[config.mk]
export PLATFORM = sky130hd
export DESIGN_NAME = timed_duplicate_packet_filter
export DESIGN_NICKNAME = d
export VERILOG_FILES = /design/src/rtl/tdpf_pkg.sv /design/src/rtl/tdpf_ram.sv /design/src/rtl/timed_duplicate_packet_filter.sv
export SDC_FILE = /design/constraint.sdc
export NUM_CORES = 2
export LEC_CHECK = 0
export BUFFER_PORTS_ARGS = -buffer_cell sky130_fd_sc_hd__buf_2
export CORE_ASPECT_RATIO = 0.8
export CORE_UTILIZATION = 40
export DETAILED_ROUTE_END_ITERATION = 16
export GPL_TIMING_DRIVEN = 0
export PLACE_DENSITY = 0.55
export SLEW_MARGIN = 20
export SYNTH_ARGS = -nofsm -noshare
export SYNTH_HDL_FRONTEND = slang
export SYNTH_HIERARCHICAL = 1
export SYNTH_SLANG_ARGS = --single-unit
[constraint.sdc]
create_clock -name clk -period 12.6 [get_ports clk]
set_input_delay 1.89 -clock clk [delete_from_list [all_inputs] [get_ports clk]]
set_output_delay 1.89 -clock clk [all_outputs]
set_load 0.05 [all_outputs]
[src/rtl/tdpf_pkg.sv]
package tdpf_pkg;

  localparam int SLOTS = 16;
  localparam int SLOT_AW = (SLOTS > 1) ? $clog2(SLOTS) : 1;

  localparam int ID_W = 32;
  localparam int TIME_W = 32;
  localparam int LIFE_W = 31;
  localparam logic [LIFE_W-1:0] LIFE_RESET = LIFE_W'(30000);

  typedef enum logic {
    CMD_CHECK = 1'b0,
    CMD_SWEEP = 1'b1
  } cmd_t;

  typedef enum logic [1:0] {
    ST_IDLE,
    ST_SCAN,
    ST_DRAIN
  } state_t;

  typedef struct packed {
    logic [ID_W-1:0]   src;
    logic [ID_W-1:0]   frm;
    logic [TIME_W-1:0] exp;
  } slot_t;

  localparam int SLOT_W = $bits(slot_t);

  function automatic logic is_ahead(logic [TIME_W-1:0] a, logic [TIME_W-1:0] b);
    logic [TIME_W-1:0] d;
    d = a - b;
    return (d != '0) && !d[TIME_W-1];
  endfunction

  function automatic logic is_behind(logic [TIME_W-1:0] a, logic [TIME_W-1:0] b);
    logic [TIME_W-1:0] d;
    d = a - b;
    return d[TIME_W-1];
  endfunction

endpackage

[src/rtl/tdpf_ram.sv]
module tdpf_ram #(
  parameter int WIDTH = 8,
  parameter int DEPTH = 16,
  parameter int AW = (DEPTH > 1) ? $clog2(DEPTH) : 1
) (
  input  logic             clk,
  input  logic             we,
  input  logic [AW-1:0]    waddr,
  input  logic [WIDTH-1:0] wdata,
  input  logic [AW-1:0]    raddr,
  output logic [WIDTH-1:0] rdata
);

  logic [WIDTH-1:0] mem [DEPTH];
  logic [WIDTH-1:0] rdata_r;

  always_ff @(posedge clk) begin
    if (we) begin
      mem[waddr] <= wdata;
    end
    rdata_r <= mem[raddr];
  end

  assign rdata = rdata_r;

endmodule

[src/rtl/timed_duplicate_packet_filter.sv]
// Duplicate filter for received packets, backed by a ring of seen slots.
// Input transaction: raise start with in_cmd, in_source_id, in_frame_number
// and in_now_ms while busy is low; it is taken at that clock edge.
// A check (in_cmd = 0) produces one result transaction on out_valid and
// out_is_duplicate; a sweep (in_cmd = 1) produces none.
// Every transaction walks the whole slot memory, one read per cycle through a
// single read port, with the modify and write-back in the cycle after the read.
// Busy stays high from the accept edge through the scan and drain states, so a
// new transaction can be taken only once the block is back in idle.
// The result of a check is registered from the drain state, is held for
// exactly one cycle, and the receiver cannot stall it.
// cfg_we writes the lifetime in milliseconds; the user must write it only
// while idle, and the block itself does not enforce this.
// Synchronous reset clears the write head, the per-slot valid flags and the
// controller; a slot never written since reset reads as all zero, so no
// clearing pass is needed and the block is ready right after reset.
module timed_duplicate_packet_filter
  import tdpf_pkg::*;
(
  input  logic              clk,
  input  logic              rst_n,
  input  logic              start,
  output logic              busy,
  input  logic              in_cmd,
  input  logic [ID_W-1:0]   in_source_id,
  input  logic [ID_W-1:0]   in_frame_number,
  input  logic [TIME_W-1:0] in_now_ms,
  output logic              out_valid,
  output logic              out_is_duplicate,
  input  logic              cfg_we,
  input  logic [LIFE_W-1:0] cfg_wdata
);

  state_t state_r, state_nxt;
  logic [SLOT_AW-1:0] cnt_r, cnt_nxt;
  logic [SLOT_AW-1:0] head_r, head_nxt;
  logic [SLOT_AW-1:0] chk_addr_r;
  logic chk_vld_r, chk_vld_nxt;
  logic rd_valid_r;
  logic hit_r, hit_nxt;
  logic [SLOTS-1:0] valid_r;
  logic [LIFE_W-1:0] life_r;
  cmd_t cmd_r;
  logic [ID_W-1:0] src_r, frm_r;
  logic [TIME_W-1:0] now_r;
  logic out_valid_r, out_valid_nxt;
  logic out_dup_r, out_dup_nxt;

  logic accept;
  logic last_rd;
  slot_t rd_word, entry;
  logic cur_hit, hit_any;
  logic mem_we;
  logic [SLOT_AW-1:0] mem_waddr;
  slot_t mem_wdata;
  logic do_record, do_clear;

  assign accept = start && (state_r == ST_IDLE);
  assign busy = (state_r != ST_IDLE);
  assign last_rd = (cnt_r == SLOT_AW'(SLOTS - 1));

  tdpf_ram #(
    .WIDTH(SLOT_W),
    .DEPTH(SLOTS)
  ) u_slots (
    .clk  (clk),
    .we   (mem_we),
    .waddr(mem_waddr),
    .wdata(mem_wdata),
    .raddr(cnt_r),
    .rdata(rd_word)
  );

  assign entry = rd_valid_r ? rd_word : '0;
  assign cur_hit = chk_vld_r && (entry.src == src_r) && (entry.frm == frm_r) &&
                   is_ahead(entry.exp, now_r);
  assign hit_any = hit_r || cur_hit;

  always_comb begin
    state_nxt = state_r;
    unique case (state_r)
      ST_IDLE: begin
        if (start) begin
          state_nxt = ST_SCAN;
        end
      end
      ST_SCAN: begin
        if (last_rd) begin
          state_nxt = ST_DRAIN;
        end
      end
      ST_DRAIN: begin
        state_nxt = ST_IDLE;
      end
      default: begin
        state_nxt = ST_IDLE;
      end
    endcase
  end

  always_comb begin
    cnt_nxt = cnt_r;
    chk_vld_nxt = 1'b0;
    hit_nxt = hit_r;
    head_nxt = head_r;
    out_valid_nxt = 1'b0;
    out_dup_nxt = out_dup_r;
    do_clear = 1'b0;
    do_record = 1'b0;
    unique case (state_r)
      ST_IDLE: begin
        cnt_nxt = '0;
        hit_nxt = 1'b0;
      end
      ST_SCAN: begin
        chk_vld_nxt = 1'b1;
        hit_nxt = hit_any;
        if (!last_rd) begin
          cnt_nxt = cnt_r + SLOT_AW'(1);
        end
        do_clear = (cmd_r == CMD_SWEEP) && chk_vld_r && (entry.src != '0) &&
                   is_behind(entry.exp, now_r);
      end
      ST_DRAIN: begin
        if (cmd_r == CMD_SWEEP) begin
          do_clear = (entry.src != '0) && is_behind(entry.exp, now_r);
        end else begin
          out_valid_nxt = 1'b1;
          out_dup_nxt = hit_any;
          do_record = !hit_any;
          if (!hit_any) begin
            head_nxt = (head_r == SLOT_AW'(SLOTS - 1)) ? '0 : head_r + SLOT_AW'(1);
          end
        end
      end
      default: begin
      end
    endcase
  end

  always_comb begin
    mem_we = do_clear || do_record;
    mem_waddr = do_record ? head_r : chk_addr_r;
    if (do_record) begin
      mem_wdata.src = src_r;
      mem_wdata.frm = frm_r;
      mem_wdata.exp = now_r + {1'b0, life_r};
    end else begin
      mem_wdata.src = '0;
      mem_wdata.frm = '0;
      mem_wdata.exp = entry.exp;
    end
  end

  always_ff @(posedge clk) begin
    if (!rst_n) begin
      state_r <= ST_IDLE;
      cnt_r <= '0;
      head_r <= '0;
      chk_vld_r <= 1'b0;
      hit_r <= 1'b0;
      valid_r <= '0;
      life_r <= LIFE_RESET;
      out_valid_r <= 1'b0;
      out_dup_r <= 1'b0;
    end else begin
      state_r <= state_nxt;
      cnt_r <= cnt_nxt;
      head_r <= head_nxt;
      chk_vld_r <= chk_vld_nxt;
      hit_r <= hit_nxt;
      out_valid_r <= out_valid_nxt;
      out_dup_r <= out_dup_nxt;
      if (mem_we) begin
        valid_r[mem_waddr] <= 1'b1;
      end
      if (cfg_we) begin
        life_r <= cfg_wdata;
      end
    end
  end

  always_ff @(posedge clk) begin
    chk_addr_r <= cnt_r;
    rd_valid_r <= valid_r[cnt_r];
    if (accept) begin
      cmd_r <= cmd_t'(in_cmd);
      src_r <= in_source_id;
      frm_r <= in_frame_number;
      now_r <= in_now_ms;
    end
  end

  assign out_valid = out_valid_r;
  assign out_is_duplicate = out_dup_r;

  assert property (@(posedge clk) disable iff (!rst_n)
    accept |=> busy)
    else $error("busy did not rise after an accepted transaction");

  assert property (@(posedge clk) disable iff (!rst_n)
    out_valid_r |-> ($past(state_r) == ST_DRAIN) && ($past(cmd_r) == CMD_CHECK))
    else $error("result strobe without a finished check");

  assert property (@(posedge clk) disable iff (!rst_n)
    mem_we |-> (state_r != ST_IDLE))
    else $error("slot memory written while idle");

  assert property (@(posedge clk) disable iff (!rst_n)
    ($past(rst_n) && (head_r != $past(head_r))) |-> (out_valid_r && !out_dup_r))
    else $error("write head moved without a recorded packet");

endmodule
# Word level (Yosys, flattened, before mapping)
# Memories as Yosys holds them, arrays and structs flattened. A register that Yosys moved wholly into a read port is not among the register bits.
# Cells that the tools add are included.
[word_totals] ramBits=1536 word_cells=81 ff_bits=163 output_inout_bits=3 mem_count=1
[mem_list] name="u_slots.mem" depth=16 word_bits=96 read_ports=1 rd_ports_with_merged_regs=1 write_ports=1 line_no="tdpf_ram.sv:14" rtl="logic [WIDTH-1:0] mem [DEPTH];"
[classes] eq_ne=9 magnitude_cmp=3 bitwise_logic=3 addsub=4 reduce_logical=24 muxes=22
[op_table] operator="$mux 96" count=2
[op_table] operator="$eq 32x32->1" count=2
[op_table] operator="$reduce_bool 32->1" count=2
[op_table] operator="$add 32x31->32" count=1
[op_table] operator="$sub 32x32->32" count=1
[op_table] operator="$or 16x16->16" count=1
[op_table] operator="$mux 4" count=3
[op_table] operator="$logic_and 1x1->1" count=10
[op_table] operator="$lt 4x5->1 const B" count=2
[op_table] operator="$mux 1" count=9
[op_table] operator="$add 4x1->4 const B" count=2
[op_table] operator="$eq 4x4->1 const B" count=2
[op_table] operator="$pmux 4 s2" count=1
[op_table] operator="$reduce_and 2->1" count=4
[op_table] operator="$ne 2x2->1 const B" count=3
[op_table] operator="$bmux 1 s4" count=1
[op_table] operator="$demux 1 s4" count=1
[op_table] operator="$ge 4x1->1 const B" count=1
[op_table] operator="$mux 2" count=2
[op_table] operator="$pmux 1 s2" count=2
[op_table] operator="$pmux 2 s2" count=1
[op_table] operator="$reduce_bool 2->1" count=2
[op_table] operator="$reduce_and 3->1" count=1
[op_table] operator="$eq 2x1->1 const B" count=1
[op_table] operator="other kinds (5)" count=8

# Longest topological paths before layout
[logic_depth] ltp_word=15 depth_mapped=22 ltp_nobuf=16

# Hierarchy
# Netlist, hierarchy kept.
[by_module_without_submodules] mod="tdpf_ram" cells_per_inst=2460 instances=1 seq_area_each_um2=48046.1 area_each_um2=59355.7
[by_module_without_submodules] mod="timed_duplicate_packet_filter" cells_per_inst=1286 instances=1 seq_area_each_um2=4234.1 area_each_um2=11758.8

# Worst setup path after synthesis
# No wires, ideal clock.
[synth_timing] path_type="register -> register" start="reg rd_valid_r" end="mem u_slots/mem[0][0] (netlist name) (enable)" setup_slack_ps=-315 synth_period_minus_slack_ps=12915 n_path_buf=6 required_time_ps=11932 path_stages_with_launch=22 arrival_time_ps=12247 path_cell_list="dfxtp_1 clkbuf_1 clkbuf_1 clkbuf_1 clkbuf_1 nand2_1 ha_1 fa_1 nand2b_1 a21o_1 and3_1 a31oi_1 o2111ai_1 or4_1 or4_1 or4_4 o22ai_4 buf_6 buf_6 mux2_1 or3b_2 nor3_1"
[synth_lines] element="start, declared" line_no="timed_duplicate_packet_filter.sv:39" rtl="logic rd_valid_r;"
[synth_lines] element="start signal, assigned" line_no="timed_duplicate_packet_filter.sv:185" rtl="rd_valid_r <= valid_r[cnt_r];"
[synth_lines] element="$mux 96 (*)" line_no="timed_duplicate_packet_filter.sv:74" rtl="assign entry = rd_valid_r ? rd_word : '0;"
[synth_lines] element="$sub 32x32->32 or $eq 32x32->1 (tied branches)" line_no="tdpf_pkg.sv:32, timed_duplicate_packet_filter.sv:75"
[synth_lines] element="$reduce_bool 32->1 (tied with other cells)" line_no="tdpf_pkg.sv:33" rtl="return (d != '0) && !d[TIME_W-1];"
[synth_lines] element="$logic_and 1x1->1 (on tied branches)" line_no="tdpf_pkg.sv:33, timed_duplicate_packet_filter.sv:75"
[synth_lines] element="$logic_and 1x1->1 (*)" line_no="timed_duplicate_packet_filter.sv:75" rtl="assign cur_hit = chk_vld_r && (entry.src == src_r) && (entry.frm == frm_r) &&"
[synth_lines] element="$logic_or 1x1->1 (*)" line_no="timed_duplicate_packet_filter.sv:77" rtl="assign hit_any = hit_r || cur_hit;"
[synth_lines] element="$logic_not 1->1 (*)"
[synth_lines] element="$mux 1 (*)" line_no="timed_duplicate_packet_filter.sv:125" rtl="if (cmd_r == CMD_SWEEP) begin"
[synth_lines] element="$mux 1 (*)" line_no="timed_duplicate_packet_filter.sv:110" rtl="unique case (state_r)"
[synth_lines] element="$mux 4 (*)" line_no="timed_duplicate_packet_filter.sv:143" rtl="mem_waddr = do_record ? head_r : chk_addr_r;"
[synth_lines] element="named net mem_waddr[2]" line_no="timed_duplicate_packet_filter.sv:54" rtl="logic [SLOT_AW-1:0] mem_waddr;"
[synth_lines] element="end, declared" line_no="tdpf_ram.sv:14"
# The timed path passes the listed nets; every way through them passes the cells marked *.

# Worst setup path after layout
[layout_timing] start="reg rd_valid_r" end="mem u_slots/mem[3][76] (netlist name) (enable)"
# The elaborated chain is that of the path after synthesis.

==> metrics.txt <==
fin crit period=about 11,000 ps; period utilization=0.8472; row count=138; maximum count of clock buffers along a single path=3; count of different cell masters after synthesis=84; data arrival time of the worst path=about 11,000 ps; dpl cells=about 6,400; Post-CTS Setup Bufs=0; Synth Flop Type=sky130_fd_sc_hd__edfxtp_1; Slew @ Worst Pin=about 1200 ps; Top-Level Pins=approximately 140; routed wire length=200.1 mm; achievable clock frequency=roughly 0.094 GHz; number of nets produced by synthesis=a little under 4,000; sequential share of the synthesized area=0.7352; run status=completed; GRT Residual Overflow=0; most frequent standard cell in the layout excluding fill and tap cells=sky130_fd_sc_hd__edfxtp_1; fraction of synthesized cell area in xor and xnor cells=0.006281; max-slew violation total from the final report=0; sinks on the clock net=roughly 1,800; starting density of the core=0.4026; number of flops mapped to enable cells by yosys=between 1,500 and 2,000; GR Util All Layers=0.2246; post-route core utilization=0.4722; share of synthesized area spent on multiplexers=0.1346; initial antenna violation count=9; critical path launch point=rd_valid_r; total power divided by cell area=158.2 nW/um2; basic-gate share of the synthesized area counting and, or, nand and nor cells=0.04122; Resized Gates After CTS=0; hold path start=cnt_r[0]; leakage power total=around 28 nW; H-tree level count=4; worst r2r src=rd_valid_r; clock tree skew after final layout=45.82 ps; first-pass GRT wire length=about 280 mm; Max-Cap Viols=0; unrepaired setup endpoints after global routing=no; number of buffers created by CTS=about 170; Detailed Routing Iterations Pass 1=7; area of the core=roughly 180,000 um2; pin count of the biggest net entering global routing=39; Worst IR Drop VDD=around 0.14 mV; complex-gate fraction of the synthesized area=0.05240; required time worst endpoint=roughly 13,000 ps; nets=about 4,400; number of failing hold endpoints at the final stage=0; Post-Synthesis Cells=approximately 3,700; Post-DRT Antenna Nets=0; layout-stage area growth over the synthesis result=17.29%; floorplan die height=about 380 um; final cell count without fillers=~6,700; total negative setup slack=0 ps; placed wire-length estimate after detailed placement=approximately 130 mm; post-detailed-route wirelength per cell=roughly 30 um; per-instance average area after synthesis=around 19 um2; clock insertion delay at the later pin of the skew report=830 ps; worst-case headroom to the max-slew limit=0.2119; via count of the first global-routing pass=between 30,000 and 40,000; number of filler instances in the final layout=14,750; clock tree from TritonCTS=built; class of the tightest hold or removal check=reg2reg; number of endpoints failing setup at the final stage=0; YS warnings=6; fraction of final layout cells with drive strength greater than 1=0.2472; combinational family with the most area after synthesis=multiplexers; routed vias/inst=between 5 and 6; DRC=0; synthesized flop and latch total=1,795; Die Footprint=between 150,000 and 200,000 um2; DRC marker count from the first detailed-route iteration=slightly below 4,000; Synth Area in Adders=0.01235; die boundary width=roughly 470 um; leading cell types in the layout, fill and taps excluded=sky130_fd_sc_hd__edfxtp_1, sky130_fd_sc_hd__mux4_2, sky130_fd_sc_hd__a22oi_1; placer's final routability congestion estimate=about 0.87; crit path max fanout=13; count of buffers inserted at the top-level ports=around 130; critical path class=reg2reg; proportion of register bits with asynchronous set or reset after synthesis=0; CTS Hold Buffers Added=0; CTS Root Buffer Type=sky130_fd_sc_hd__clkbuf_16; netlist area before placement=roughly 71,000 um2; clock transition at the registers of the reported paths=roughly 60 ps; vias=approximately 38,000; endpoint kind of the worst setup timing path=register; startpoint class of the critical path=register
[cells in the mapped netlist, drive strengths merged (7+ instances only)]
master | count | area, um2
o211ai | 14 | 118.9
nor3 | 22 | 110.1
a31oi | 12 | 75.07
o31ai | 16 | 120.1
and2 | 104 | 653.1
a21o | 32 | 240.2
nor4 | 25 | 156.4
and3 | 7 | 43.79
or2 | 12 | 75.08
nand2b | 22 | 137.6
o21a | 15 | 112.6
o221a | 12 | 135.1
mux2 | 33 | 371.6
nor2 | 101 | 379.1
a211oi | 12 | 95.09
ha | 67 | 838.3
a22oi | 208 | 1562
xnor2 | 35 | 306.5
a21oi | 65 | 329.1
or3 | 8 | 50.05
nand4 | 22 | 137.6
buf | 90 | 621.8
o21ai | 50 | 250.2
xor2 | 16 | 140.1
clkbuf | 87 | 334.1
mux2i | 44 | 440.4
inv | 86 | 322.8
a221oi | 7 | 73.82
o2111ai | 8 | 70.07
nor3b | 8 | 65.06
o22ai | 14 | 101.4
edfxtp | 1633 | 49040
mux4 | 389 | 8761
nor2b | 14 | 87.58
nand2 | 191 | 716.9
nand3 | 35 | 175.2
dfxtp | 162 | 3243
[state kept, by name, summed over array words and instances (netlist names), 2 cells and up]
register	cells
chk_addr_r	4
cnt_r	4
frm_r	32
head_r	4
life_r	31
now_r	32
src_r	32
state_r	2
u_slots/mem	1536
u_slots/rdata	96
valid_r	16
[cell families after synthesis]
logic type                 after synthesis
buffers and inverters                  263
adders and majority gates               69
AOI/OAI and AO/OA                      514
muxes                                  466
and+or+nand+nor                        588
DFF                                   1795
xor gates and xnor gates                51
[per-layer routing]
metal  share of wire  global-route usage
met1            0.44              0.3232
met5        0.000065                   0
met2            0.47              0.3561
met4           0.019             0.05390
met3           0.072             0.03788
[path summary, 6_finish.rpt]
| kind | endpoint | slack, ps | cells past startpoint |
|---|---|---|---|
| worst max-delay path | u_slots/mem[3][76] | 1930 | 23 |
| worst min-delay path | chk_addr_r[0] | 440 | 0 |
| worst min register to register | chk_addr_r[0] | 440 | 0 |
| worst max register to register | u_slots/mem[3][76] | 1930 | 23 |
[cell type report]
type                    instances  area [um2]  area share
flip-flops and latches       1795       52280      0.6268
multi-input cells            1688       17710      0.2123
clock buffers                 240        4906     0.05882
repair buffers                278        3371     0.04041
well taps                    2380        2978     0.03570
plain buffers                 177       958.4     0.01149
clock inverters                85       878.3     0.01053
inverters                      86       322.8    0.003870
diodes                          2       5.005  0.00006000
[power breakdown]
part	switching [W]	internal (W)	total, W
logic	0.000675	0.000464	0.00114
clock network	0.00227	0.00301	0.00528
registers	0.000127	0.00665	0.00677
[worst max-delay path, cell delays in order (launching register included)]
cell                       delay (ps)
sky130_fd_sc_hd__dfxtp_1          480
sky130_fd_sc_hd__clkbuf_1         700
sky130_fd_sc_hd__clkbuf_1         880
sky130_fd_sc_hd__clkbuf_1         830
sky130_fd_sc_hd__clkbuf_1         490
sky130_fd_sc_hd__nand2_1          200
sky130_fd_sc_hd__inv_1            120
sky130_fd_sc_hd__ha_1             310
sky130_fd_sc_hd__a21oi_1          390
sky130_fd_sc_hd__o221ai_1         240
sky130_fd_sc_hd__o21ai_0          580
sky130_fd_sc_hd__o211ai_1         340
sky130_fd_sc_hd__xnor2_1          370
sky130_fd_sc_hd__nor4bb_1        1050
sky130_fd_sc_hd__o22ai_4          240
sky130_fd_sc_hd__buf_6            240
sky130_fd_sc_hd__buf_2            260
sky130_fd_sc_hd__o21ai_1          680
sky130_fd_sc_hd__nand2_1          430
sky130_fd_sc_hd__nor2_4           680
sky130_fd_sc_hd__buf_16           250
sky130_fd_sc_hd__buf_16           180
sky130_fd_sc_hd__buf_16           170
sky130_fd_sc_hd__buf_16           170
[through the flow]
stage,total power [W],area (um2),hold WS [ps],setup WS (ps)
after floorplan,0.007593,71120,378.2,73.64
after global placement,0.008030,74770,413.4,-13200
after detailed placement,0.008043,77610,413.8,1532
after CTS,0.01330,83400,442.0,1467
after global routing,0.01360,83400,449.7,1448
final,0.01319,83410,440.0,1926
Power figures use the tool's default switching activity.
